**config.mk**
```make
export PLATFORM = sky130hd
export DESIGN_NAME = svg_fifo
export DESIGN_NICKNAME = d
export VERILOG_FILES = /design/src/hdl/svg_pkg.sv /design/src/hdl/svg_fifo.sv
export SDC_FILE = /design/constraint.sdc
export NUM_CORES = 1
export LEC_CHECK = 0
export BUFFER_PORTS_ARGS = -buffer_cell sky130_fd_sc_hd__buf_2
export CORE_ASPECT_RATIO = 1.5
export CORE_UTILIZATION = 35
export DETAILED_ROUTE_END_ITERATION = 10
export PLACE_DENSITY_LB_ADDON = 0.2
export SYNTH_ARGS = -nofsm -noshare
export SYNTH_HDL_FRONTEND = slang
export SYNTH_SLANG_ARGS = --single-unit
```
**constraint.sdc**
```tcl
create_clock -name clk -period 4.1 [get_ports clk]
set_input_delay 0.41 -clock clk [delete_from_list [all_inputs] [get_ports clk]]
set_output_delay 0.41 -clock clk [all_outputs]
set_load 0.05 [all_outputs]
```
**src/hdl/svg_pkg.sv**
```systemverilog
// Shared types, constants and tables for the shape vertex generator.
// Depends on nothing; every other file refers to it by scoped names.
package svg_pkg;

  // Field widths
  localparam int IDX_W   = 11;
  localparam int KIND_W  = 3;
  localparam int DIM_W   = 25;
  localparam int CTR_W   = 26;
  localparam int POS_W   = 27;
  localparam int TEX_W   = 17;
  localparam int RATIO_W = 17;
  localparam int REG_W   = 3;
  localparam int DATA_W  = 26;

  // Arc and arithmetic constants
  localparam int MAX_SEGMENTS = 1024;
  localparam int MIN_SEGMENTS = 3;
  localparam int DIV_STEPS    = 32;
  localparam int CORDIC_STEPS = 16;
  localparam int CW           = 34;
  localparam int DIR_W        = 18;
  localparam int UW           = 21;
  localparam int RDIV_STEPS   = 42;
  localparam int RCNT_W       = 6;

  localparam logic signed [CW-1:0] GAIN_Q30     = 34'sd652032874;
  localparam logic [31:0]          QUARTER_TURN = 32'h4000_0000;
  localparam logic [31:0]          EIGHTH_TURN  = 32'h2000_0000;
  localparam logic signed [DIR_W-1:0] UNIT_ONE  = 18'sd65536;
  localparam logic signed [POS_W-1:0] POS_MAX   = 27'sd67108863;
  localparam logic signed [POS_W-1:0] POS_MIN   = -27'sd67108864;

  // Shape kinds
  localparam logic [KIND_W-1:0] KIND_RECT = 3'd0;
  localparam logic [KIND_W-1:0] KIND_CIRC = 3'd1;
  localparam logic [KIND_W-1:0] KIND_TRI  = 3'd2;
  localparam logic [KIND_W-1:0] KIND_RTRI = 3'd3;
  localparam logic [KIND_W-1:0] KIND_CAPS = 3'd4;

  // Register indexes
  localparam logic [REG_W-1:0] REG_KIND     = 3'd0;
  localparam logic [REG_W-1:0] REG_SEGMENTS = 3'd1;
  localparam logic [REG_W-1:0] REG_WIDTH    = 3'd2;
  localparam logic [REG_W-1:0] REG_HEIGHT   = 3'd3;
  localparam logic [REG_W-1:0] REG_CENTER_X = 3'd4;
  localparam logic [REG_W-1:0] REG_CENTER_Y = 3'd5;

  // Corner coordinate codes (two-bit signed)
  localparam logic [1:0] CRN_NEG  = 2'b11;
  localparam logic [1:0] CRN_ZERO = 2'b00;
  localparam logic [1:0] CRN_POS  = 2'b01;

  // Settled configuration as seen by the front and back
  typedef struct packed {
    logic [KIND_W-1:0]       kind;
    logic [IDX_W-1:0]        n;
    logic [IDX_W-1:0]        m;
    logic [IDX_W-1:0]        half;
    logic                    vert;
    logic [DIM_W-1:0]        width;
    logic [DIM_W-1:0]        height;
    logic signed [CTR_W-1:0] center_x;
    logic signed [CTR_W-1:0] center_y;
    logic [RATIO_W-1:0]      rx;
    logic [RATIO_W-1:0]      ry;
    logic [RATIO_W-1:0]      bar;
  } cfg_t;

  // Classified item handed from front to back
  typedef struct packed {
    logic             in_range;
    logic             last;
    logic             arc;
    logic             caps;
    logic             back_q;
    logic             neg;
    logic [1:0]       corner_x;
    logic [1:0]       corner_y;
    logic [IDX_W-1:0] idx;
    logic [IDX_W-1:0] den;
  } item_t;

  // Arctangent of 2^-k in 32-bit turn fractions
  function automatic logic [31:0] atan_turn(input logic [4:0] k);
    logic [31:0] r;
    unique case (k)
      5'd0:    r = 32'h2000_0000;
      5'd1:    r = 32'h12E4_051E;
      5'd2:    r = 32'h09FB_385B;
      5'd3:    r = 32'h0511_11D4;
      5'd4:    r = 32'h028B_0D43;
      5'd5:    r = 32'h0145_D7E1;
      5'd6:    r = 32'h00A2_F61E;
      5'd7:    r = 32'h0051_7C55;
      5'd8:    r = 32'h0028_BE53;
      5'd9:    r = 32'h0014_5F2F;
      5'd10:   r = 32'h000A_2F98;
      5'd11:   r = 32'h0005_17CC;
      5'd12:   r = 32'h0002_8BE6;
      5'd13:   r = 32'h0001_45F3;
      5'd14:   r = 32'h0000_A2FA;
      5'd15:   r = 32'h0000_517D;
      5'd16:   r = 32'h0000_28BE;
      5'd17:   r = 32'h0000_145F;
      5'd18:   r = 32'h0000_0A30;
      5'd19:   r = 32'h0000_0518;
      5'd20:   r = 32'h0000_028C;
      5'd21:   r = 32'h0000_0146;
      5'd22:   r = 32'h0000_00A3;
      5'd23:   r = 32'h0000_0051;
      default: r = 32'h0000_0000;
    endcase
    return r;
  endfunction

endpackage

```
**src/hdl/svg_fifo.sv**
```systemverilog
// Four-entry queue of classified items between front and back.
// Depends on svg_pkg.
module svg_fifo (
  input  logic           clk,
  input  logic           rst,
  input  logic           push,
  input  svg_pkg::item_t push_item,
  input  logic           pop,
  output logic           full,
  output logic           head_valid,
  output svg_pkg::item_t head
);

  svg_pkg::item_t mem [4];
  logic [1:0]     wr_ptr;
  logic [1:0]     rd_ptr;
  logic [2:0]     fill;

  assign full       = fill == 3'd4;
  assign head_valid = fill != 3'd0;
  assign head       = mem[rd_ptr];

  always_ff @(posedge clk) begin
    if (push) mem[wr_ptr] <= push_item;
  end

  // Pointers and fill count
  always_ff @(posedge clk) begin
    if (rst) begin
      wr_ptr <= '0;
      rd_ptr <= '0;
      fill   <= '0;
    end else begin
      if (push) wr_ptr <= wr_ptr + 2'd1;
      if (pop)  rd_ptr <= rd_ptr + 2'd1;
      fill <= fill + {2'd0, push} - {2'd0, pop};
    end
  end

endmodule

```
==> impl_results.md <==
- Mux cell area share after synthesis: 0.145
- Synth Flop Type: edfxtp_1
- Max frequency: approximately 360 MHz
- Post-synth ARST share: 0
- Clock root cell: clkbuf_16
- Die Width: approximately 100 um
- Max Slew Vio Count: 0
- Setup bufs post-CTS: 0
- Unique masters post-synth: 21
- Net switching power: between 800 and 900 uW
- Unrepaired setup endpoints after global routing: no
- Placement Setup Slack: between 1.5 and 2 ns
- Cell count after synthesis: around 210
- Switching share of total power: 0.229
- Setup TNS Final: 0 ns
- FF-to-FF Start: fill[0]
- Initial antenna violation count: 2
- Internal power: about 3.0 mW
- GR Overflow Total: 0
- Number of synthesized flops with an enable pin: 128
- Leading area contributor after synthesis: edfxtp_1
- Hold_buf cts: 0
- Drt first-iter violations: 118
- H-tree levels: 4
- Clock latency at the later pin of the worst-skew pair: 0.40 ns
- Ant. Diodes: 0
- Worst-Margin Slew: about 0.93 ns
- Hold WC Path Type: in2reg
- WL final: about 8600 um
- Synth Area in Simple Gates: 0.0150
- Core ar.: around 0.014 mm2
- CTS resizes: 0
- Final nets: roughly 340
- Hold path start: push_item[30]
- Clock Skews: around 0.0082 ns
- Area contributors post-synth: edfxtp_1 75%, mux4_2 13%, dfxtp_1 3.5%
- First-pass GRT wire length: between 10,000 and 15,000 um
- Syn Area/Cell: about 24 um2
- DRC viols: 0
- Final Hold Fails: 0
- Antenna violation net count after detailed routing: 0
- P_leak: 2.19 nW
- Rel. slew slack: 0.380
- Clock buffer depth: 2
- Via count: ~2.3k
- Drt wl/cell: 17.2 um
- Hold Slack: roughly 0.22 ns
- Number of port buffers: slightly below 70
- Worst path required time: 3.69 ns
- Max_cap viols: 0
- Adder-cell area share of the yosys netlist: 0.0187
- Yosys top cell area share: 0.754
- Global Route Usage Sum: 0.125
- Hpwl dp: 5270 um
- Clk network pwr share: 0.449
- CP arrival: 2.35 ns
- Row cnt: between 50 and 60
- Sequential Power Share: 0.431
- DRT Pass-1 Iters: 4
- Gate power share: 0.119
- CTS tree: built
- FF+latch area: 0.00403 mm2
- Post-Syn Nets: roughly 250
- Crit share post-route: 0.674
- Total die area: roughly 0.015 mm2
- Pwr dens: between 600 and 700 mW/mm2
- Share of layout cells above drive strength 1: 0.456
- Via density: roughly 4.5
- Die Ht: ~150 um
- Area fraction in compound gates after synthesis: 0.00294
- Initial core utilization: 0.361
- Final setup viols: 0
- Ports: 70
- Critical Path Sink Type: primary output
- FF+latch count, synth: between 100 and 150
- Clock Sink Count: around 140
- CTS Buf Count: 17
- Vias in the first global route: ~2.4k
- Critical Path Source Type: flop
- Kind of critical path: reg2out
- RD Place Congestion: between 0.6 and 0.7
- Largest family of logic cells by synthesized area: multiplexers
- Final-layout fill cell count: about 1.2k
- Largest net degree at the start of global routing: 33
- CP Max Fanout: 22
- PnR worst setup slack: ~1.3 ns
- XOR/XNOR Fraction of Synth Area: 0.00810
- Synth Warn #: 0
- Post-Synthesis Cell Area: a little over 0.005 mm2
- Syn-to-layout area delta: 23.7%
- Min Clock Period, post-route: 2.76 ns
- Peak supply drop: 0.224 mV
- Status: finished clean
- Worst-path clk slew: ~0.060 ns
- Sequential area share after synthesis: 0.789
- Multi-input gate area: roughly 970 um2
metrics by stage:
stage          utilization  cell area (um2)  instances  power, mW
2_1_floorplan            -             5100        209       2.03
3_3_place_gp         0.398             5620        465       2.14
3_5_place_dp         0.398             5620        465       2.15
4_1_cts              0.447             6310        497       3.87
5_1_grt              0.447             6310        497       3.95
6_report             0.447             6310        497       3.83
Yosys cell counts, types with 2 or more instances:
library cell  number
edfxtp_1         128
mux4_2            30
dfxtp_1            9
ha_1               6
inv_1              6
nor2_1             5
and2_1             4
buf_12             3
buf_2              3
mux4_1             2
nor2b_1            2
xnor2_1            2
registers in the layout, indices dropped and copies added, names as in the netlist, named ones only:
register and flops:
rd_ptr 2, fill 3, wr_ptr 2, mem 128
worst max-delay path: stages, from the launching register on:
cell	delay (ns)
dfxtp_2	0.84
buf_4	0.30
mux4_1	0.57
buf_2	0.23
cell type report:
| cell class | instances | area share |
|---|---|---|
| timing repair buffer | 71 | 0.0571 |
| inverter | 6 | 0.00357 |
| clock inverter | 11 | 0.0343 |
| multi-input combinational | 59 | 0.154 |
| tap | 192 | 0.0381 |
| clock buffer | 21 | 0.0746 |
| sequential | 137 | 0.638 |
cells by family after synthesis:
group	count (synthesis)
mux	33
compound gates	2
xor+xnor	3
flops	137
simple gates	14
fa+ha+maj	7
buf+inv	13
power by group through the flow:
stage / registers [mW] / logic, mW / clock network, mW
floorplan: 1.65 / 0.381 / 0
global placement: 1.68 / 0.460 / 0
detailed placement: 1.68 / 0.466 / 0
CTS: 1.65 / 0.467 / 1.75
global route: 1.66 / 0.486 / 1.80
finish: 1.65 / 0.457 / 1.72
metal layers:
| metal | global-route usage | up-vias | wire length [um] |
|---|---|---|---|
| met5 | 0 | - | 23 |
| met4 | 0.0587 | 4 | 127 |
| met3 | 0.0444 | 11 | 312 |
| met2 | 0.217 | 45 | 4650 |
| met1 | 0.134 | 1168 | 3450 |
| li1 | - | 1031 | - |
cells in the final DEF, fill, tap and decap left out, drive strengths merged:
master  count
and2        4
xnor2       2
fa          1
dfxtp       9
mux4       32
mux2i       1
xor3        1
clkbuf     21
inv         6
clkinv      5
nor2        5
ha          6
nor2b       2
bufinv      6
buf        71
a21oi       1
edfxtp    128
nand3b      1
a21bo       1
or3         1
and3        1
worst paths after layout:
path,slack (ns),cells past startpoint,to
setup / recovery,1.34,3,head[31]
hold / removal,0.22,1,mem[0][30]
setup reg to reg,2.36,7,fill[2]
hold reg to reg,0.53,2,flop
Power figures use the tool's default switching activity.
