File: config.mk
export PLATFORM = sky130hd
export DESIGN_NAME = svg_front_flat
export DESIGN_NICKNAME = d
export VERILOG_FILES = /design/src/hdl/svg_pkg.sv /design/src/hdl/svg_if.sv /design/src/hdl/svg_front.sv /design/src/flat_wrapper.sv
export SDC_FILE = /design/constraint.sdc
export NUM_CORES = 1
export LEC_CHECK = 0
export CAP_MARGIN = 20
export CORE_AREA = 4 4 90 92
export DETAILED_ROUTE_END_ITERATION = 10
export DIE_AREA = 0 0 94 96
export DONT_BUFFER_PORTS = 1
export PLACE_DENSITY_LB_ADDON = 0.15
export SETUP_SLACK_MARGIN = 0.02
export SLEW_MARGIN = 20
export SYNTH_ARGS = -nofsm -noshare
export SYNTH_HDL_FRONTEND = slang
export SYNTH_SLANG_ARGS = --single-unit
File: constraint.sdc
create_clock -name vclk -period 3.8
set_input_delay 0.38 -clock vclk [all_inputs]
set_output_delay 0.38 -clock vclk [all_outputs]
set_load 0.02 [all_outputs]
File: src/hdl/svg_pkg.sv
// Shared types, constants and tables for the shape vertex generator.
// Depends on nothing; every other file refers to it by scoped names.
package svg_pkg;

  // Field widths
  localparam int IDX_W   = 11;
  localparam int KIND_W  = 3;
  localparam int DIM_W   = 25;
  localparam int CTR_W   = 26;
  localparam int POS_W   = 27;
  localparam int TEX_W   = 17;
  localparam int RATIO_W = 17;
  localparam int REG_W   = 3;
  localparam int DATA_W  = 26;

  // Arc and arithmetic constants
  localparam int MAX_SEGMENTS = 1024;
  localparam int MIN_SEGMENTS = 3;
  localparam int DIV_STEPS    = 32;
  localparam int CORDIC_STEPS = 16;
  localparam int CW           = 34;
  localparam int DIR_W        = 18;
  localparam int UW           = 21;
  localparam int RDIV_STEPS   = 42;
  localparam int RCNT_W       = 6;

  localparam logic signed [CW-1:0] GAIN_Q30     = 34'sd652032874;
  localparam logic [31:0]          QUARTER_TURN = 32'h4000_0000;
  localparam logic [31:0]          EIGHTH_TURN  = 32'h2000_0000;
  localparam logic signed [DIR_W-1:0] UNIT_ONE  = 18'sd65536;
  localparam logic signed [POS_W-1:0] POS_MAX   = 27'sd67108863;
  localparam logic signed [POS_W-1:0] POS_MIN   = -27'sd67108864;

  // Shape kinds
  localparam logic [KIND_W-1:0] KIND_RECT = 3'd0;
  localparam logic [KIND_W-1:0] KIND_CIRC = 3'd1;
  localparam logic [KIND_W-1:0] KIND_TRI  = 3'd2;
  localparam logic [KIND_W-1:0] KIND_RTRI = 3'd3;
  localparam logic [KIND_W-1:0] KIND_CAPS = 3'd4;

  // Register indexes
  localparam logic [REG_W-1:0] REG_KIND     = 3'd0;
  localparam logic [REG_W-1:0] REG_SEGMENTS = 3'd1;
  localparam logic [REG_W-1:0] REG_WIDTH    = 3'd2;
  localparam logic [REG_W-1:0] REG_HEIGHT   = 3'd3;
  localparam logic [REG_W-1:0] REG_CENTER_X = 3'd4;
  localparam logic [REG_W-1:0] REG_CENTER_Y = 3'd5;

  // Corner coordinate codes (two-bit signed)
  localparam logic [1:0] CRN_NEG  = 2'b11;
  localparam logic [1:0] CRN_ZERO = 2'b00;
  localparam logic [1:0] CRN_POS  = 2'b01;

  // Settled configuration as seen by the front and back
  typedef struct packed {
    logic [KIND_W-1:0]       kind;
    logic [IDX_W-1:0]        n;
    logic [IDX_W-1:0]        m;
    logic [IDX_W-1:0]        half;
    logic                    vert;
    logic [DIM_W-1:0]        width;
    logic [DIM_W-1:0]        height;
    logic signed [CTR_W-1:0] center_x;
    logic signed [CTR_W-1:0] center_y;
    logic [RATIO_W-1:0]      rx;
    logic [RATIO_W-1:0]      ry;
    logic [RATIO_W-1:0]      bar;
  } cfg_t;

  // Classified item handed from front to back
  typedef struct packed {
    logic             in_range;
    logic             last;
    logic             arc;
    logic             caps;
    logic             back_q;
    logic             neg;
    logic [1:0]       corner_x;
    logic [1:0]       corner_y;
    logic [IDX_W-1:0] idx;
    logic [IDX_W-1:0] den;
  } item_t;

  // Arctangent of 2^-k in 32-bit turn fractions
  function automatic logic [31:0] atan_turn(input logic [4:0] k);
    logic [31:0] r;
    unique case (k)
      5'd0:    r = 32'h2000_0000;
      5'd1:    r = 32'h12E4_051E;
      5'd2:    r = 32'h09FB_385B;
      5'd3:    r = 32'h0511_11D4;
      5'd4:    r = 32'h028B_0D43;
      5'd5:    r = 32'h0145_D7E1;
      5'd6:    r = 32'h00A2_F61E;
      5'd7:    r = 32'h0051_7C55;
      5'd8:    r = 32'h0028_BE53;
      5'd9:    r = 32'h0014_5F2F;
      5'd10:   r = 32'h000A_2F98;
      5'd11:   r = 32'h0005_17CC;
      5'd12:   r = 32'h0002_8BE6;
      5'd13:   r = 32'h0001_45F3;
      5'd14:   r = 32'h0000_A2FA;
      5'd15:   r = 32'h0000_517D;
      5'd16:   r = 32'h0000_28BE;
      5'd17:   r = 32'h0000_145F;
      5'd18:   r = 32'h0000_0A30;
      5'd19:   r = 32'h0000_0518;
      5'd20:   r = 32'h0000_028C;
      5'd21:   r = 32'h0000_0146;
      5'd22:   r = 32'h0000_00A3;
      5'd23:   r = 32'h0000_0051;
      default: r = 32'h0000_0000;
    endcase
    return r;
  endfunction

endpackage

File: src/hdl/svg_if.sv
// Valid/ready channel interfaces: vertex requests, vertex results, register writes.
// Depends on svg_pkg for field widths.

interface svg_req_if;
  logic                      valid;
  logic                      ready;
  logic [svg_pkg::IDX_W-1:0] vertex_index;
  modport source (output valid, vertex_index, input ready);
  modport sink   (input valid, vertex_index, output ready);
endinterface


File: src/hdl/svg_front.sv
// Front end: takes a vertex index beat, checks range and classifies the vertex.
// Depends on svg_pkg and svg_req_if.
module svg_front (
  svg_req_if.sink        req,
  input  svg_pkg::cfg_t  cur,
  input  logic           busy,
  input  logic           full,
  output logic           push,
  output svg_pkg::item_t item
);

  logic [svg_pkg::IDX_W-1:0] j;
  logic [svg_pkg::IDX_W-1:0] count;

  assign req.ready = !busy && !full;
  assign push      = req.valid && req.ready;
  assign j         = req.vertex_index;

  always_comb begin
    item = '0;
    unique case (cur.kind)
      svg_pkg::KIND_CIRC:                    count = cur.n;
      svg_pkg::KIND_TRI, svg_pkg::KIND_RTRI: count = 11'd3;
      svg_pkg::KIND_CAPS:                    count = cur.m + 11'd2;
      default:                               count = 11'd4;
    endcase
    item.in_range = j < count;
    item.last     = j == (count - 11'd1);
    item.den      = cur.n;
    item.idx      = j;

    unique case (cur.kind)
      svg_pkg::KIND_CIRC: begin
        item.arc    = 1'b1;
        item.back_q = 1'b1;
      end
      svg_pkg::KIND_CAPS: begin
        item.arc    = 1'b1;
        item.caps   = 1'b1;
        item.back_q = !cur.vert;
        item.den    = cur.m;
        // seam points: start and half way repeat an arc point on the far side
        if (j == '0) begin
          item.idx = '0;
          item.neg = 1'b1;
        end else if (j <= cur.half + 11'd1) begin
          item.idx = j - 11'd1;
        end else if (j == cur.half + 11'd2) begin
          item.idx = cur.half;
          item.neg = 1'b1;
        end else begin
          item.idx = j - 11'd2;
          item.neg = 1'b1;
        end
      end
      svg_pkg::KIND_TRI: begin
        unique case (j[1:0])
          2'd0:    begin item.corner_x = svg_pkg::CRN_NEG;  item.corner_y = svg_pkg::CRN_POS; end
          2'd1:    begin item.corner_x = svg_pkg::CRN_ZERO; item.corner_y = svg_pkg::CRN_NEG; end
          default: begin item.corner_x = svg_pkg::CRN_POS;  item.corner_y = svg_pkg::CRN_POS; end
        endcase
      end
      svg_pkg::KIND_RTRI: begin
        unique case (j[1:0])
          2'd0:    begin item.corner_x = svg_pkg::CRN_NEG; item.corner_y = svg_pkg::CRN_POS; end
          2'd1:    begin item.corner_x = svg_pkg::CRN_NEG; item.corner_y = svg_pkg::CRN_NEG; end
          default: begin item.corner_x = svg_pkg::CRN_POS; item.corner_y = svg_pkg::CRN_POS; end
        endcase
      end
      default: begin
        unique case (j[1:0])
          2'd0:    begin item.corner_x = svg_pkg::CRN_NEG; item.corner_y = svg_pkg::CRN_POS; end
          2'd1:    begin item.corner_x = svg_pkg::CRN_NEG; item.corner_y = svg_pkg::CRN_NEG; end
          2'd2:    begin item.corner_x = svg_pkg::CRN_POS; item.corner_y = svg_pkg::CRN_NEG; end
          default: begin item.corner_x = svg_pkg::CRN_POS; item.corner_y = svg_pkg::CRN_POS; end
        endcase
      end
    endcase
  end

endmodule

File: src/flat_wrapper.sv
// flat-port wrapper written by rule: the top's interface ports become plain ports
module svg_front_flat 
  (cur, busy, full, push, item, req_valid, req_vertex_index, req_ready);
  svg_req_if req_i ();
  input  svg_pkg::cfg_t cur;
  input  logic busy;
  input  logic full;
  output logic push;
  output svg_pkg::item_t item;
  input wire logic [$bits(req_i.valid)-1:0] req_valid;
  input wire logic [$bits(req_i.vertex_index)-1:0] req_vertex_index;
  output wire logic [$bits(req_i.ready)-1:0] req_ready;
  assign req_i.valid = req_valid;
  assign req_i.vertex_index = req_vertex_index;
  assign req_ready = req_i.ready;
  svg_front u_core (.req(req_i), .cur(cur), .busy(busy), .full(full), .push(push), .item(item));
endmodule
==> metrics.txt, run 1 <==
max incr delay on CP=0.41 ns; io pins=238; number of global-route vias before repair=2652; top area cells in the synthesized netlist=ha_1, xnor2_1, nand2_1; cell breakdown of the critical path=ha_1 > nand3_1 > nor2_1 > nand4_1 > xor2_1 > ha_1 > a21o_1 > a21oi_1 > a21o_1 > o21ai_0 > a2111o_1 > o211ai_1 > buf_4; P_leak=1.09 nW; Total GRT Usage=19.1%; Post-CTS Hold Fix Bufs=0; largest net degree at the start of global routing=17; Post-Syn Instances=390; PnR worst setup slack=0.260 ns; Avg Synthesized Cell Area=6.46 um2; Hold WC Path Type=primary input to output port; initial antenna violation count=0; final hold vios=0; seq_cells=0; Worst path slowest cell=a2111o_1; Hold Path Origin=busy; max cap viols=0; Final GP Congestion=0.844; share of post-route cells with drive strength above 1=10.0%; Layout clock buffers=0; PwrDens=115 nW/um2; CP Launch Point=cur[155]; antenna-violating nets left=0; Starting Density=34.9%; setup TNS=0 ns; worst hold slack=0.845 ns; Unique masters post-synth=63; Via Count=2754; Synth Area in Simple Gates=34.0%; Syn Nets=625; Die Ht=96 um; FF/Latch Area=0 um2; FMAX=0.283 GHz; Core Footprint=7210 um2; dpl ws=0.194 ns; RSZ-0062 raised after global routing=false; area grow syn2layout=8.09%; max-slew violation count=0; most frequent cell after synthesis=nand2_1; Syn Std Cell Area=2520 um2; Final nets=627; I/O Buffers=0; adder-cell share of the synthesized area=15.4%; GRT Residual Overflow=0; Worst-Margin Slew=0.658 ns; Period minus WS final=3.54 ns; maximum VDD drop=0.0484 mV; diode count=0; largest fanout on the critical path=8; Hold Path End=req_ready; xor-xnor portion of the synthesized cell area=16.0%; Die X=94 um; hold path cells=1; Post-DP HPWL=7.22 mm; post-synth top area cell=ha_1; Slew Limit Headroom=55.5%; Setup violations, final=0; Die Area=9020 um2; mux contribution to synthesized area=2.09%; required time worst endpoint=3.42 ns; initial DRC count=238; outcome=complete, no violations; most frequent cells after synthesis=nand2_1, xnor2_1, ha_1, nor2_1, o21ai_0; Yosys top cell area share=15.4%; fin crit share=93.1%; Yosys warnings=0; largest family of logic cells by synthesized area=simple AND/OR/NAND/NOR gates; mean routed wirelength per cell=17.8 um; CP Launch Type=primary input; Seq/Total Area, Yosys=0%; WS Path Type=primary input to output port; WL final=8.69 mm; kind of end point of the critical path=output port; CP arrival=3.16 ns; Compound-Gate Fraction of Synth Area=25.6%; DRC violations left=0; first-pass GRT wire length=14.0 mm; first drt pass iteration count=4; row count=31; DR vias/cell=5.63
==> worst max-delay path: cells and delay by family <==
family | cells | cell delay (ns)
AOI/OAI and AO/OA | 6 | 1.48
xor gates and xnor gates | 1 | 0.16
adders and majority gates | 2 | 0.50
buffers and inverters | 1 | 0.18
and+or+nand+nor | 3 | 0.44
==> cells in the final DEF (no fill, tap or decap), types with 10 or more instances in the layout <==
cell type	instances
a21oi_1	17
buf_4	24
ha_1	31
inv_1	15
nand2_1	63
nand3_1	16
nand4_1	10
nor2_1	28
nor3_1	14
o21ai_0	26
xnor2_1	33
xor2_1	13
==> area by class of cell <==
class              count  area [um2]
well taps             99         124
inverters             17        63.8
fillers              826        4490
multi-input cells    349        2360
repair buffers        24         180
==> worst max path at each step <==
stage,end,depth (start not counted)
6_report,item[15],13
5_1_grt,item[15],13
4_1_cts,item[31],13
3_5_place_dp,item[31],12
3_3_place_gp,item[20],13
2_1_floorplan,item[31],13
==> report_power, final <==
part / switching [W] / internal [W] / leakage (nW)
clock: 0 / 0 / 0
sequential: 0 / 0 / 0
combinational: 0.000183 / 0.000130 / 1.09
==> stage by stage <==
stage	utilization [%]	area (um2)	power, W	instances
after floorplan	-	2520	0.000252	390
after global placement	37.6	2710	0.000307	489
after detailed placement	37.6	2710	0.000309	489
after CTS	37.6	2710	0.000312	489
after global routing	37.8	2720	0.000354	489
final	37.8	2720	0.000313	489
==> kinds of logic after synthesis <==
kind of cell / count (synthesis)
AO/OA/AOI/OAI: 95
XOR/XNOR: 46
adder cells (fa/ha/maj): 31
buffers and inverters: 41
multiplexers: 5
AND/OR/NAND/NOR: 172
==> metal layers <==
metal / GRT usage, % / part of all wire, %
met2: 28.9 / 42
met1: 27.2 / 46
met5: 0 / 0
met3: 7.43 / 11
met4: 0 / 0
==> repair_timing <==
action / in CTS / in global routing
setup buffers: 0 / 0
endpoints found under the setup margin: 0 / 3
gates resized for setup: 0 / 2
(Power assumes the default switching activity.)
==> run 2, diff against run 1 <==
==> constraint.sdc (replaced) <==
create_clock -name vclk -period 3.8
set_input_delay 0.38 -clock vclk [all_inputs]
set_output_delay 0.38 -clock vclk [all_outputs]
set_load 0.01 [all_outputs]
==> metrics.txt, run 2 (synthesis results as in run 1) <==
most frequent cells in the layout=nand2_1, xnor2_1, ha_1; GRT Residual Overflow=0 (unchanged); final hold vios=0 (unchanged); CP Launch Type=primary input; PwrDens=107 nW/um2 (-7.3%); first drt pass iteration count=5 (+1); Slew Limit Headroom=58.5% (+3.0 points); Setup violations, final=0 (unchanged); Worst path slowest cell=or3b_1; largest fanout on the critical path=11 (+3); first-pass GRT wire length=13.5 mm (-3.7%); outcome=complete, no violations; Post-CTS Hold Fix Bufs=0 (unchanged); Die Area=9020 um2 (unchanged); Final nets=622 (-0.80%); Post-CTS Setup Bufs=0 (unchanged); max cap viols=0 (unchanged); Final Total Pwr=0.000287 W (-8.5%); fillers=811 (-1.8%); area grow syn2layout=6.65%; Die X=94 um (unchanged); P_leak=1.06 nW (-2.3%); hold path cells=1 (unchanged); fin crit share=93.4% (+0.20 points); seq_cells=0 (unchanged); number of global-route vias before repair=2593 (-2.2%); Total GRT Usage=18.5% (-0.60 points); mean routed wirelength per cell=17.9 um (+0.59%); RSZ-0062 raised after global routing=false; Layout clock buffers=0 (unchanged); max incr delay on CP=0.48 ns (+0.07 ns); DR vias/cell=5.74 (+1.9%); share of post-route cells with drive strength above 1=8.31% (-1.7 points); most common cell after layout, fill and taps aside=nand2_1; Post-DP HPWL=7.17 mm (-0.70%); Die Ht=96 um (unchanged); Via Count=2778 (+0.87%); FF/Latch Area=0 um2 (unchanged); largest net degree at the start of global routing=21 (+4); max-slew violation count=0 (unchanged); Resize count post-CTS=0 (unchanged); Core Footprint=7210 um2 (unchanged); setup TNS=0 ns (unchanged); antenna-violating nets left=0 (unchanged); Worst-Margin Slew=0.614 ns (-0.0438 ns); diode count=0 (unchanged); Hold WC Path Type=primary input to output port; I/O Buffers=0 (unchanged); Period minus WS final=3.55 ns (+0.00779 ns); io pins=238 (unchanged); initial antenna violation count=0 (unchanged); initial DRC count=247 (+3.8%); kind of end point of the critical path=output port; required time worst endpoint=3.42 ns (about the same); WS Path Type=primary input to output port; Starting Density=34.9% (unchanged); Final GP Congestion=0.848 (+0.53%); row count=31 (unchanged); CP arrival=3.17 ns (about the same); FMAX=0.282 GHz (-0.22%); cell breakdown of the critical path=or3b_1 > buf_4 > nor2_1 > or2_1 > ha_1 > o21a_1 > o21a_1 > o21ai_0 > nand2b_1 > a21oi_1 > o21ai_0 > o41ai_1 > buf_4 > buf_4; most frequent cell on the critical path=buf_4; maximum VDD drop=0.0454 mV (-6.2%); WL final=8.65 mm (-0.44%); DRC violations left=0 (unchanged)
-- run 2: metal layers --
| layer | vias up | GRT usage [%] | wire [um] |
|---|---|---|---|
| li1 | 1411 | - | - |
| met1 | 1290 | 25.8 | 4010 |
| met2 | 75 | 27.7 | 3610 |
| met3 | 2 | 8.29 | 1010 |
| met4 | 0 | 0.481 | 23 |
| met5 | - | 0 | 0 |
-- run 2: critical path: cells and delay by family --
family	cells	cell delay, ns
AO/OA/AOI/OAI	6	1.06
AND/OR/NAND/NOR	4	0.93
buffers and inverters	3	0.54
adder cells (fa/ha/maj)	1	0.26
-- run 2: path summary, 6_finish.rpt --
check | endpoint | slack (ns) | from
setup / recovery | item[31] | 0.25 | cur[187]
hold / removal | req_ready | 0.81 | busy
-- run 2: metrics by stage --
step	std cells	worst slack [ns]	utilization [%]	area (um2)	hold WS [ns]
final	484	0.253	37.3	2690	0.813
after CTS	484	0.262	37.3	2690	0.814
after detailed placement	484	0.265	37.3	2690	0.814
after floorplan	390	0.514	-	2520	0.807
after global placement	484	0.325	37.3	2690	0.813
after global routing	484	0.0856	37.3	2690	0.819
-- run 2: power by group --
part / total (W) / internal [W] / leakage (nW) / switching, W
Clock: 0 / 0 / 0 / 0
Combinational: 0.000287 / 0.000126 / 1.06 / 0.000160
Sequential: 0 / 0 / 0 / 0
-- run 2: layout make-up --
class	instances	area, um2	share of cell area [%]
inverters	17	63.8	2.37
multi-input cells	349	2340	87.2
well taps	99	124	4.61
repair buffers	19	155	5.77
==> run 3, diff against run 2 <==
- REMOVE_ABC_BUFFERS: not set -> 1
==> metrics.txt, run 3 (synthesis results as in run 1) <==
Die Area=9020 um2 (unchanged); Post-CTS Hold Fix Bufs=0 (unchanged); FF/Latch Area=0 um2 (unchanged); final hold vios=0 (unchanged); RSZ-0062 raised after global routing=false; Starting Density=34.9% (unchanged); Via Count=2726 (-1.9%); fillers=789 (-2.7%); non-filler cells, final=482 (-0.41%); Layout clock buffers=0 (unchanged); first drt pass iteration count=4 (-1); hold path cells=1 (unchanged); Period minus WS final=3.40 ns (-0.143 ns); Worst-Margin Slew=0.652 ns (+0.0376 ns); Post-CTS Setup Bufs=0 (unchanged); Hold Path Origin=busy; worst hold slack=0.813 ns (-0.000421 ns); row count=31 (unchanged); PwrDens=105 nW/um2 (-1.1%); P_leak=1.05 nW (-1.3%); Final nets=620 (-0.32%); outcome=complete, no violations; number of global-route vias before repair=2624 (+1.2%); fin crit share=89.6% (-3.8 points); largest fanout on the critical path=16 (+5); GRT Residual Overflow=0 (unchanged); initial DRC count=99 (-60%); Final Util=36.9% (-0.31 points); setup TNS=0 ns (unchanged); antenna-violating nets left=0 (unchanged); max cap viols=0 (unchanged); first-pass GRT wire length=13.5 mm (-0.10%); Hold WC Path Type=primary input to output port; Slew Limit Headroom=55.9% (-2.5 points); FMAX=0.294 GHz (+4.2%); io pins=238 (unchanged); mean routed wirelength per cell=17.9 um (about the same); seq_cells=0 (unchanged); PnR worst setup slack=0.396 ns (+0.143 ns); dpl ws=0.415 ns (+0.150 ns); placed cells=482 (-0.41%); largest net degree at the start of global routing=21 (unchanged); most frequent cells in the layout=nand2_1, xnor2_1, ha_1; share of post-route cells with drive strength above 1=8.09% (-0.22 points); initial antenna violation count=0 (unchanged); most common cell after layout, fill and taps aside=nand2_1; Core Footprint=7210 um2 (unchanged); Die X=94 um (unchanged); Total GRT Usage=18.6% (+0.11 points); kind of end point of the critical path=output port; CP Launch Point=cur[155]; Die Ht=96 um (unchanged); DRC violations left=0 (unchanged); DR vias/cell=5.66 (-1.5%); required time worst endpoint=3.42 ns (about the same); Resize count post-CTS=0 (unchanged); maximum VDD drop=0.0387 mV (-15%); area grow syn2layout=5.76%; Final GP Congestion=0.843 (-0.65%); CP arrival=3.02 ns (-0.15 ns); I/O Buffers=0 (unchanged); max-slew violation count=0 (unchanged); CP Launch Type=primary input; Post-DP HPWL=7.24 mm (+0.91%); WL final=8.61 mm (-0.42%); diode count=0 (unchanged); Hold Path End=req_ready; WS Path Type=primary input to output port; Setup violations, final=0 (unchanged)
-- run 3: cell count changes in the layout (fill, tap and decap cells not counted) --
cell	change
buf_4	-1
nor3b_2	+1
buf_12	-1
nor3b_1	-1
-- run 3: power breakdown --
group	switching (W)	internal, W
Sequential	0	0
Combinational	0.000159	0.000122
Clock	0	0
Total	0.000159	0.000122
-- run 3: worst max-delay path, stage by stage --
cell and delay (ns):
ha_1 0.23, nand3_1 0.09, nor2_1 0.18, nand4_1 0.13
xor2_1 0.16, ha_1 0.29, nand4_1 0.15, a31o_2 0.26
a21oi_1 0.22, buf_4 0.26, o21ai_0 0.12, o32ai_1 0.38
buf_4 0.19
-- run 3: worst max path at each step --
stage	end	slack, ns	cells past startpoint
6_report	item[14]	0.40	13
2_1_floorplan	item[16]	0.27	12
5_1_grt	item[13]	0.13	13
3_5_place_dp	item[16]	0.41	13
3_3_place_gp	item[14]	0.35	13
4_1_cts	item[14]	0.39	13
-- run 3: cell type report --
| class | count | area, um2 | share of cell area, % |
|---|---|---|---|
| multi-input cells | 349 | 2350 | 88.2 |
| repair buffers | 17 | 128 | 4.79 |
| inverters | 17 | 63.8 | 2.39 |
| well taps | 99 | 124 | 4.65 |
-- run 3: metrics by stage --
stage / power [W] / instance area [um2]
4_1_cts: 0.000283 / 2670
3_3_place_gp: 0.000279 / 2670
5_1_grt: 0.000320 / 2670
2_1_floorplan: 0.000211 / 2410
3_5_place_dp: 0.000282 / 2670
6_report: 0.000281 / 2670
-- run 3: per-layer routing --
metal | wire (um) | vias to the layer above | GRT usage, %
met1 | 3570 | 1246 | 22.6
met5 | 0 | - | 0
li1 | - | 1399 | -
met3 | 1170 | 0 | 9.38
met4 | 0 | 0 | 0.361
met2 | 3870 | 81 | 31.4
