## config.mk

```make
export PLATFORM = sky130hd
export DESIGN_NAME = svg_cfg_flat
export DESIGN_NICKNAME = d
export VERILOG_FILES = /design/src/hdl/svg_pkg.sv /design/src/hdl/svg_if.sv /design/src/hdl/svg_cfg.sv /design/src/flat_wrapper.sv
export SDC_FILE = /design/constraint.sdc
export NUM_CORES = 1
export LEC_CHECK = 0
export BUFFER_PORTS_ARGS = -buffer_cell sky130_fd_sc_hd__clkbuf_2
export CORE_MARGIN = 2
export CORE_UTILIZATION = 50
export DETAILED_ROUTE_END_ITERATION = 10
export PLACE_DENSITY = 0.7
export SLEW_MARGIN = 20
export SYNTH_ARGS = -nofsm -noshare
export SYNTH_HDL_FRONTEND = slang
export SYNTH_SLANG_ARGS = --single-unit
```

## constraint.sdc

```tcl
create_clock -name clk -period 19.6 [get_ports clk]
set_clock_uncertainty 0.05 [all_clocks]
set_input_delay 3.92 -clock clk [delete_from_list [all_inputs] [get_ports clk]]
set_output_delay 3.92 -clock clk [all_outputs]
set_load 0.005 [all_outputs]
```

## src/hdl/svg_pkg.sv

```systemverilog
// Shared types, constants and tables for the shape vertex generator.
// Depends on nothing; every other file refers to it by scoped names.
package svg_pkg;

  // Field widths
  localparam int IDX_W   = 11;
  localparam int KIND_W  = 3;
  localparam int DIM_W   = 25;
  localparam int CTR_W   = 26;
  localparam int POS_W   = 27;
  localparam int TEX_W   = 17;
  localparam int RATIO_W = 17;
  localparam int REG_W   = 3;
  localparam int DATA_W  = 26;

  // Arc and arithmetic constants
  localparam int MAX_SEGMENTS = 1024;
  localparam int MIN_SEGMENTS = 3;
  localparam int DIV_STEPS    = 32;
  localparam int CORDIC_STEPS = 16;
  localparam int CW           = 34;
  localparam int DIR_W        = 18;
  localparam int UW           = 21;
  localparam int RDIV_STEPS   = 42;
  localparam int RCNT_W       = 6;

  localparam logic signed [CW-1:0] GAIN_Q30     = 34'sd652032874;
  localparam logic [31:0]          QUARTER_TURN = 32'h4000_0000;
  localparam logic [31:0]          EIGHTH_TURN  = 32'h2000_0000;
  localparam logic signed [DIR_W-1:0] UNIT_ONE  = 18'sd65536;
  localparam logic signed [POS_W-1:0] POS_MAX   = 27'sd67108863;
  localparam logic signed [POS_W-1:0] POS_MIN   = -27'sd67108864;

  // Shape kinds
  localparam logic [KIND_W-1:0] KIND_RECT = 3'd0;
  localparam logic [KIND_W-1:0] KIND_CIRC = 3'd1;
  localparam logic [KIND_W-1:0] KIND_TRI  = 3'd2;
  localparam logic [KIND_W-1:0] KIND_RTRI = 3'd3;
  localparam logic [KIND_W-1:0] KIND_CAPS = 3'd4;

  // Register indexes
  localparam logic [REG_W-1:0] REG_KIND     = 3'd0;
  localparam logic [REG_W-1:0] REG_SEGMENTS = 3'd1;
  localparam logic [REG_W-1:0] REG_WIDTH    = 3'd2;
  localparam logic [REG_W-1:0] REG_HEIGHT   = 3'd3;
  localparam logic [REG_W-1:0] REG_CENTER_X = 3'd4;
  localparam logic [REG_W-1:0] REG_CENTER_Y = 3'd5;

  // Corner coordinate codes (two-bit signed)
  localparam logic [1:0] CRN_NEG  = 2'b11;
  localparam logic [1:0] CRN_ZERO = 2'b00;
  localparam logic [1:0] CRN_POS  = 2'b01;

  // Settled configuration as seen by the front and back
  typedef struct packed {
    logic [KIND_W-1:0]       kind;
    logic [IDX_W-1:0]        n;
    logic [IDX_W-1:0]        m;
    logic [IDX_W-1:0]        half;
    logic                    vert;
    logic [DIM_W-1:0]        width;
    logic [DIM_W-1:0]        height;
    logic signed [CTR_W-1:0] center_x;
    logic signed [CTR_W-1:0] center_y;
    logic [RATIO_W-1:0]      rx;
    logic [RATIO_W-1:0]      ry;
    logic [RATIO_W-1:0]      bar;
  } cfg_t;

  // Classified item handed from front to back
  typedef struct packed {
    logic             in_range;
    logic             last;
    logic             arc;
    logic             caps;
    logic             back_q;
    logic             neg;
    logic [1:0]       corner_x;
    logic [1:0]       corner_y;
    logic [IDX_W-1:0] idx;
    logic [IDX_W-1:0] den;
  } item_t;

  // Arctangent of 2^-k in 32-bit turn fractions
  function automatic logic [31:0] atan_turn(input logic [4:0] k);
    logic [31:0] r;
    unique case (k)
      5'd0:    r = 32'h2000_0000;
      5'd1:    r = 32'h12E4_051E;
      5'd2:    r = 32'h09FB_385B;
      5'd3:    r = 32'h0511_11D4;
      5'd4:    r = 32'h028B_0D43;
      5'd5:    r = 32'h0145_D7E1;
      5'd6:    r = 32'h00A2_F61E;
      5'd7:    r = 32'h0051_7C55;
      5'd8:    r = 32'h0028_BE53;
      5'd9:    r = 32'h0014_5F2F;
      5'd10:   r = 32'h000A_2F98;
      5'd11:   r = 32'h0005_17CC;
      5'd12:   r = 32'h0002_8BE6;
      5'd13:   r = 32'h0001_45F3;
      5'd14:   r = 32'h0000_A2FA;
      5'd15:   r = 32'h0000_517D;
      5'd16:   r = 32'h0000_28BE;
      5'd17:   r = 32'h0000_145F;
      5'd18:   r = 32'h0000_0A30;
      5'd19:   r = 32'h0000_0518;
      5'd20:   r = 32'h0000_028C;
      5'd21:   r = 32'h0000_0146;
      5'd22:   r = 32'h0000_00A3;
      5'd23:   r = 32'h0000_0051;
      default: r = 32'h0000_0000;
    endcase
    return r;
  endfunction

endpackage

```

## src/hdl/svg_if.sv

```systemverilog


interface svg_cfg_if;
  logic                       valid;
  logic                       ready;
  logic [svg_pkg::REG_W-1:0]  index;
  logic [svg_pkg::DATA_W-1:0] data;
  modport source (output valid, index, data, input ready);
  modport sink   (input valid, index, data, output ready);
endinterface

```

## src/hdl/svg_cfg.sv

```systemverilog
// Configuration registers and the capsule ratio divider (bit-serial, three lanes).
// Depends on svg_pkg and svg_cfg_if.
module svg_cfg (
  input  logic          clk,
  input  logic          rst,
  svg_cfg_if.sink       cfg,
  output svg_pkg::cfg_t cur,
  output logic          busy
);

  logic [svg_pkg::KIND_W-1:0]       kind;
  logic [svg_pkg::IDX_W-1:0]        segments;
  logic [svg_pkg::DIM_W-1:0]        width;
  logic [svg_pkg::DIM_W-1:0]        height;
  logic signed [svg_pkg::CTR_W-1:0] center_x;
  logic signed [svg_pkg::CTR_W-1:0] center_y;

  logic                             start;
  logic [svg_pkg::RCNT_W-1:0]       cnt;
  logic [svg_pkg::RDIV_STEPS-1:0]   dvd [3];
  logic [svg_pkg::DIM_W:0]          rem [3];
  logic [svg_pkg::RATIO_W-1:0]      quo [3];
  logic [svg_pkg::DIM_W:0]          den [3];
  logic [svg_pkg::DIM_W-1:0]        rad;
  logic [svg_pkg::DIM_W:0]          len;
  logic [svg_pkg::IDX_W-1:0]        n;
  logic [svg_pkg::RATIO_W-1:0]      ratio [3];

  assign cfg.ready = 1'b1;

  // Register writes
  always_ff @(posedge clk) begin
    if (rst) begin
      kind     <= svg_pkg::KIND_RECT;
      segments <= 11'd32;
      width    <= 25'd2560;
      height   <= 25'd2560;
      center_x <= '0;
      center_y <= '0;
    end else if (cfg.valid) begin
      unique case (cfg.index)
        svg_pkg::REG_KIND:     kind     <= cfg.data[svg_pkg::KIND_W-1:0];
        svg_pkg::REG_SEGMENTS: segments <= cfg.data[svg_pkg::IDX_W-1:0];
        svg_pkg::REG_WIDTH:    width    <= cfg.data[svg_pkg::DIM_W-1:0];
        svg_pkg::REG_HEIGHT:   height   <= cfg.data[svg_pkg::DIM_W-1:0];
        svg_pkg::REG_CENTER_X: center_x <= cfg.data;
        svg_pkg::REG_CENTER_Y: center_y <= cfg.data;
        default: ;
      endcase
    end
  end

  // Derived segment counts and capsule geometry
  always_comb begin
    if (segments < 11'(svg_pkg::MIN_SEGMENTS))      n = 11'(svg_pkg::MIN_SEGMENTS);
    else if (segments > 11'(svg_pkg::MAX_SEGMENTS)) n = 11'(svg_pkg::MAX_SEGMENTS);
    else                                            n = segments;
    cur.kind     = kind;
    cur.n        = n;
    cur.m        = n + {10'd0, n[0]};
    cur.half     = cur.m >> 1;
    cur.vert     = height >= width;
    cur.width    = width;
    cur.height   = height;
    cur.center_x = center_x;
    cur.center_y = center_y;
    rad          = cur.vert ? width : height;
    len          = {1'b0, (cur.vert ? height : width)};
    if (len == {1'b0, rad}) len = len + 26'd1;
    den[0] = len;
    den[1] = {1'b0, width};
    den[2] = {1'b0, height};
    for (int u = 0; u < 3; u++) ratio[u] = (den[u] == '0) ? '0 : quo[u];
    cur.rx  = ratio[1];
    cur.ry  = ratio[2];
    cur.bar = 17'(svg_pkg::UNIT_ONE) - ratio[0];
  end

  // Restoring divider, one quotient bit per cycle: (rad*2^16 + den/2) / den
  always_ff @(posedge clk) begin
    if (rst) begin
      start <= 1'b1;
      cnt   <= '0;
    end else if (cfg.valid) begin
      start <= 1'b1;
      cnt   <= '0;
    end else if (start) begin
      start <= 1'b0;
      cnt   <= svg_pkg::RCNT_W'(svg_pkg::RDIV_STEPS);
    end else if (cnt != '0) begin
      cnt <= cnt - 6'd1;
    end
  end

  always_ff @(posedge clk) begin
    for (int u = 0; u < 3; u++) begin
      if (start) begin
        dvd[u] <= {1'b0, rad, 16'd0} + {17'd0, den[u][svg_pkg::DIM_W:1]};
        rem[u] <= '0;
        quo[u] <= '0;
      end else if (cnt != '0) begin
        if ({rem[u], dvd[u][svg_pkg::RDIV_STEPS-1]} >= {1'b0, den[u]}) begin
          rem[u] <= 26'({rem[u], dvd[u][svg_pkg::RDIV_STEPS-1]} - {1'b0, den[u]});
          quo[u] <= {quo[u][svg_pkg::RATIO_W-2:0], 1'b1};
        end else begin
          rem[u] <= 26'({rem[u], dvd[u][svg_pkg::RDIV_STEPS-1]});
          quo[u] <= {quo[u][svg_pkg::RATIO_W-2:0], 1'b0};
        end
        dvd[u] <= {dvd[u][svg_pkg::RDIV_STEPS-2:0], 1'b0};
      end
    end
  end

  assign busy = start || (cnt != '0);

endmodule

```

## src/flat_wrapper.sv

```systemverilog
// flat-port wrapper written by rule: the top's interface ports become plain ports
module svg_cfg_flat 
  (clk, rst, cur, busy, cfg_valid, cfg_index, cfg_data, cfg_ready);
  svg_cfg_if cfg_i ();
  input  logic clk;
  input  logic rst;
  output svg_pkg::cfg_t cur;
  output logic busy;
  input wire logic [$bits(cfg_i.valid)-1:0] cfg_valid;
  input wire logic [$bits(cfg_i.index)-1:0] cfg_index;
  input wire logic [$bits(cfg_i.data)-1:0] cfg_data;
  output wire logic [$bits(cfg_i.ready)-1:0] cfg_ready;
  assign cfg_i.valid = cfg_valid;
  assign cfg_i.index = cfg_index;
  assign cfg_i.data = cfg_data;
  assign cfg_ready = cfg_i.ready;
  svg_cfg u_core (.clk(clk), .rst(rst), .cfg(cfg_i), .cur(cur), .busy(busy));
endmodule
```

==> impl_metrics.env, run 1 <==
export IMPL_antenna_found_initial=0
export IMPL_critPathMaxStageDelay_ns=0.89
export IMPL_boundaryPins=224
export IMPL_cts_buffer_depth=3
export IMPL_power_frac_comb=0.323
export IMPL_grt_pass1_vias=19800
export IMPL_grt_pass1_wl_mm=119
export IMPL_root_buffer="clkbuf_16"
export IMPL_hold_buffers=0
export IMPL_grt_usage=0.312
export IMPL_critPathKind="reg -> out"
export IMPL_hold_depth=2
export IMPL_synth_cell_types=82
export IMPL_cap_violations=0
export IMPL_crit_path_end_kind="output port"
export IMPL_rr_startpoint="u_core.width[14]"
export IMPL_ys_async_sr_fraction=0
export IMPL_synthToLayoutAreaGrowth_pct=12.3
export IMPL_max_vdd_ir_drop_mv=0.0615
export IMPL_final_max_slew_viol_count=0
export IMPL_fin_ws_ns=7.52
export IMPL_p_int_w=0.00179
export IMPL_synth_edff_count=254
export IMPL_tns_ns=0
export IMPL_p_sw_frac=0.339
export IMPL_worst_slew_margin_rel=0.251
export IMPL_seqPwrFrac=0.367
export IMPL_worst_setup_path_start_kind="register"
export IMPL_crit_top_cell="a21oi_1"
export IMPL_cp_startpoint="u_core.width[14]"
export IMPL_htree_levels=2
export IMPL_final_setup_viol_count=0
export IMPL_path_max_fanout=44
export IMPL_viasPerCell=5.98
export IMPL_final_cell_mix="nand2_1 (433), a21oi_1 (278), edfxtp_1 (254)"
export IMPL_cts_sinks=378
export IMPL_wirelength_mm=78.3
export IMPL_cts_tree="yes"
export IMPL_die_x_um=222
export IMPL_final_net_count=3004
export IMPL_regArea_sq_um=10100
export IMPL_dp_final_hpwl_mm=58.2
export IMPL_worstPathRequired_ns=15.63
export IMPL_power_leakage_nw=11.2
export IMPL_port_buffers=220
export IMPL_numCtsBuffers=43
export IMPL_clk_pin_slew_worst_paths_ns=0.06
export IMPL_rr_worst_depth=29
export IMPL_clock_latency_ns=0.59
export IMPL_status="completed"
export IMPL_final_common_cell="nand2_1"
export IMPL_drc=0
export IMPL_period_share=0.616
export IMPL_tightest_slew_ns=1.11
export IMPL_dr_first_iter_drc_count=1899
export IMPL_initial_core_util=0.509
export IMPL_avgSynthCellArea_sq_um=8.84
export IMPL_cts_resized=0
export IMPL_synth_seq_area_share=0.425
export IMPL_syn_instance_count=2693
export IMPL_grt_setup_unrepaired="no"
export IMPL_hold_class="reg -> reg"
export IMPL_ys_seq_elements=378
export IMPL_yosys_warnings=0
export IMPL_detail_route_antenna_nets=0
export IMPL_grt_ovfl_total=0
export IMPL_synthFlopType="edfxtp_1"
export IMPL_die_h_um=222
export IMPL_critPathSlowestCell="nor2_4"
export IMPL_drive_above_1_share=0.130
export IMPL_drt_pre_antenna_iters=5
export IMPL_place_ws_ns=8.15
export IMPL_clockPowerShare=0.310
export IMPL_period_needed_ns=12.08
export IMPL_vias=20800
export IMPL_worstPathArrival_ns=8.11
export IMPL_grt_max_degree=93
export IMPL_r2r_slack_ns=11.06
export IMPL_gp_congestion=0.962
export IMPL_core_area_sq_um=46800
export IMPL_hold_violations=0
export IMPL_p_sw_w=0.000919
export IMPL_power_density_nw_per_um2=101
export IMPL_rows=79
export IMPL_wl_per_cell_um=22.5
export IMPL_rr_endpoint="u_core.rem[0][21]"
export IMPL_filler_cell_count=4172
export IMPL_hp_start="u_core.center_x[3]"
export IMPL_postCtsSetupBuffers=0
export IMPL_holdPathEnd="u_core.center_x[3]"
export IMPL_die_area_sq_um=49400
export IMPL_fmax_ghz=0.0828
export IMPL_multi_input_area_sq_um=12600
export IMPL_syn_cell_area_sq_um=23800
-- worst max path at each step --
stage               slack (ns)       to
floorplan                 9.44     busy
global placement          8.29  cur[16]
detailed placement        8.15  cur[16]
CTS                       7.51  cur[16]
global route              6.82  cur[16]
finish                    7.52  cur[16]
-- worst max-delay path: cells and delay by family, from the launching register on --
kind	cells	cell delay, ns
simple gates	10	3.49
compound gates	7	1.45
buf+inv	5	0.91
fa+ha+maj	3	0.71
flops	1	0.61
xor+xnor	2	0.34
-- power groups by stage --
stage | logic [W] | registers (W) | clock network, W
floorplan | 0.000663 | 0.000994 | 0
global placement | 0.000853 | 0.00101 | 0
detailed placement | 0.000863 | 0.00101 | 0
CTS | 0.000868 | 0.000993 | 0.000852
global route | 0.000957 | 0.00100 | 0.000883
finish | 0.000876 | 0.000994 | 0.000842
-- flip-flops by register name, indices dropped and copies added, names as in the netlist --
register / flops
u_core.rem: 78
u_core.segments: 11
u_core.quo: 51
u_core.center_x: 26
u_core.width: 25
u_core.start: 1
u_core.height: 25
u_core.kind: 3
u_core.cnt: 6
u_core.center_y: 26
u_core.dvd: 126
-- Yosys cell counts (46+ instances only) --
| cell | instances | share of area |
|---|---|---|
| dfxtp_1 | 124 | 0.10 |
| mux2i_1 | 64 | 0.027 |
| nor2b_1 | 56 | 0.015 |
| o21ai_0 | 132 | 0.028 |
| nand2_1 | 435 | 0.069 |
| xnor2_1 | 134 | 0.049 |
| nand3_1 | 46 | 0.0097 |
| and3_1 | 66 | 0.017 |
| edfxtp_1 | 254 | 0.32 |
| clkbuf_1 | 112 | 0.018 |
| a21oi_1 | 278 | 0.058 |
| ha_1 | 126 | 0.066 |
| nor3_1 | 58 | 0.012 |
| inv_1 | 112 | 0.018 |
| nor2_1 | 220 | 0.035 |
-- final cells by class --
class / instances / share of cell area
Sequential cell: 378 / 0.378
Clock buffer: 64 / 0.0474
Multi-Input combinational cell: 2047 / 0.472
Inverter: 115 / 0.0161
Timing Repair Buffer: 255 / 0.0511
Clock inverter: 15 / 0.00707
Tap cell: 607 / 0.0284
Antenna cell: 1 / 0.0000936
-- per-stage QoR --
stage          hold WS [ns]  instance area [sq um]   util  std cells  total power, W
3_3_place_gp          0.393                  25300  0.540       3402         0.00186
2_1_floorplan         0.394                  23800      -       2694         0.00166
4_1_cts               0.403                  26700  0.572       3481         0.00271
5_1_grt               0.424                  26700  0.572       3481         0.00284
6_report              0.404                  26700  0.572       3482         0.00271
3_5_place_dp          0.396                  25300  0.540       3402         0.00187
-- cells by family after synthesis --
logic type,Yosys count,share of synthesized area
xor gates and xnor gates,179,0.0658
DFF,378,0.425
and+or+nand+nor,1050,0.208
muxes,70,0.0297
adders and majority gates,135,0.0726
other,2,0.000315
AOI/OAI and AO/OA,610,0.151
buffers and inverters,269,0.0479
-- layer usage --
layer,share of wire,up-vias,track usage
met4,0.034,0,0.103
met3,0.087,149,0.0672
met2,0.46,850,0.508
met5,0,-,0
met1,0.42,10000,0.412
li1,-,9802,-
Note: power is estimated with default switching activity, not from simulation.
==> run 2: changes to the inputs <==
Clock period 19.6 ns to 12.05 ns, I/O delays scaled along.
==> run 2 against run 1 <==
Effect of this change:
- non-clock buffer count down 2
- sequential power grew 63%
- combinational power up 63%
- critical path depth up 1
- global-route usage down 0.10 points
- first-iteration DRC count decreased by 4.6%
- largest cell class unchanged
- sequential cell count is the same
- via count barely moved
- critical path type unchanged
- largest power group unchanged
- core utilization up 0.14 points
==> impl_metrics.env, run 2 (synthesized netlist as in run 1, its figures left out) <==
export IMPL_dp_final_hpwl_mm=58.0
export IMPL_port_buffers=220
export IMPL_hold_class="reg -> reg"
export IMPL_critPathBufInv=6
export IMPL_crit_path_end_kind="output port"
export IMPL_dpl_cell_area_sq_um=25200
export IMPL_clock_latency_ns=0.58
export IMPL_die_area_sq_um=49400
export IMPL_gp_congestion=0.963
export IMPL_vias=20800
export IMPL_period_share=0.857
export IMPL_hold_buffers=0
export IMPL_cts_sinks=378
export IMPL_clk_pin_slew_worst_paths_ns=0.06
export IMPL_fin_cells=3480
export IMPL_path_max_fanout=50
export IMPL_worst_setup_path_start_kind="register"
export IMPL_viasPerCell=5.99
export IMPL_cts_resized=0
export IMPL_grt_pass1_vias=19800
export IMPL_htree_levels=2
export IMPL_period_needed_ns=10.33
export IMPL_wl_per_cell_um=22.4
export IMPL_worstPathArrival_ns=7.87
export IMPL_tightest_slew_ns=1.13
export IMPL_final_core_util=0.573
export IMPL_worstPathRequired_ns=9.59
export IMPL_max_vdd_ir_drop_mv=0.106
export IMPL_critPathKind="reg -> out"
export IMPL_hold_violations=0
export IMPL_critPathMaxStageDelay_ns=0.65
export IMPL_core_area_sq_um=46800
export IMPL_diodes=0
export IMPL_fin_total_pwr_w=0.00445
export IMPL_synthToLayoutAreaGrowth_pct=12.6
export IMPL_crit_family="simple AND/OR/NAND/NOR gates"
export IMPL_power_leakage_nw=11.2
export IMPL_dr_first_iter_drc_count=1811
export IMPL_grt_setup_unrepaired="no"
export IMPL_cts_buffer_depth=3
export IMPL_worst_slew_margin_rel=0.236
export IMPL_boundaryPins=224
export IMPL_drc=0
export IMPL_postCtsSetupBuffers=0
export IMPL_rows=79
export IMPL_final_net_count=3003
export IMPL_grt_pass1_wl_mm=119
export IMPL_initial_core_util=0.509
export IMPL_tns_ns=0
export IMPL_largestRegisters="u_core.dvd: 126 flops, u_core.rem: 78 flops, u_core.quo: 51 flops"
export IMPL_drive_above_1_share=0.132
export IMPL_wirelength_mm=77.8
export IMPL_largest_reg_flops=126
export IMPL_die_h_um=222
export IMPL_die_x_um=222
export IMPL_grt_usage=0.311
export IMPL_final_common_cell="nand2_1"
export IMPL_detail_route_antenna_nets=0
export IMPL_final_cell_mix="nand2_1 (433), a21oi_1 (278), edfxtp_1 (254)"
export IMPL_grt_ovfl_total=0
export IMPL_power_density_nw_per_um2=166
export IMPL_numCtsBuffers=44
export IMPL_status="completed"
export IMPL_cts_tree="yes"
export IMPL_root_buffer="clkbuf_16"
export IMPL_dp_cells=3399
export IMPL_final_max_slew_viol_count=0
export IMPL_antenna_found_initial=0
export IMPL_drt_pre_antenna_iters=6
export IMPL_fmax_ghz=0.0968
export IMPL_final_area_sq_um=26800
export IMPL_grt_max_degree=84
export IMPL_critPathSlowestCell="dfxtp_1"
export IMPL_cap_violations=0
export IMPL_final_setup_viol_count=0
export IMPL_top_register="u_core.dvd"
run 2: changes by cell type in the layout (fill, tap and decap cells not counted), moves of 3 or more:
cell	delta
buf_4	-3
clkbuf_1	-8
clkbuf_16	+4
clkbuf_8	-5
clkinv_2	+3
run 2: metrics by stage:
step | hold WS, ns | setup slack (ns)
6_report | 0.404 | 1.72
4_1_cts | 0.406 | 1.76
5_1_grt | 0.426 | 1.17
3_5_place_dp | 0.398 | 2.39
3_3_place_gp | 0.392 | 2.47
2_1_floorplan | 0.394 | 3.40
run 2: final timing paths:
check	start	cells past startpoint	slack (ns)	to
setup / recovery	u_core.width[13]	28	1.72	cur[16]
hold / removal	u_core.center_x[4]	2	0.40	u_core.center_x[4]
setup reg to reg	u_core.width[13]	28	3.59	u_core.rem[0][13]
hold reg to reg	u_core.center_x[4]	2	0.40	u_core.center_x[4]
run 2: worst register-to-register path, delay by kind of cell, from the launching register on:
kind / cells / cell delay (ns)
compound gates: 12 / 3.08
fa+ha+maj: 3 / 0.98
buf+inv: 4 / 1.06
flops: 1 / 0.65
mux: 1 / 0.33
simple gates: 8 / 2.14
run 2: routing by layer:
metal | part of all wire | global-route usage | wire length (um)
met4 | 0.045 | 0.134 | 3470
met1 | 0.42 | 0.413 | 32900
met5 | 0 | 0 | 0
met2 | 0.45 | 0.493 | 35100
met3 | 0.082 | 0.0623 | 6360
run 2: layout make-up:
type | count | area, sq um
Fill cell | 4162 | 19900
Multi-Input combinational cell | 2047 | 12600
Sequential cell | 378 | 10100
Timing Repair Buffer | 253 | 1370
Clock buffer | 55 | 1270
Tap cell | 607 | 759
Inverter | 115 | 433
Clock inverter | 25 | 251
run 2: where the power goes:
part	switching [W]	internal [W]
registers	0.0000809	0.00154
logic	0.000858	0.000568
clock network	0.000568	0.000834
total	0.00151	0.00294
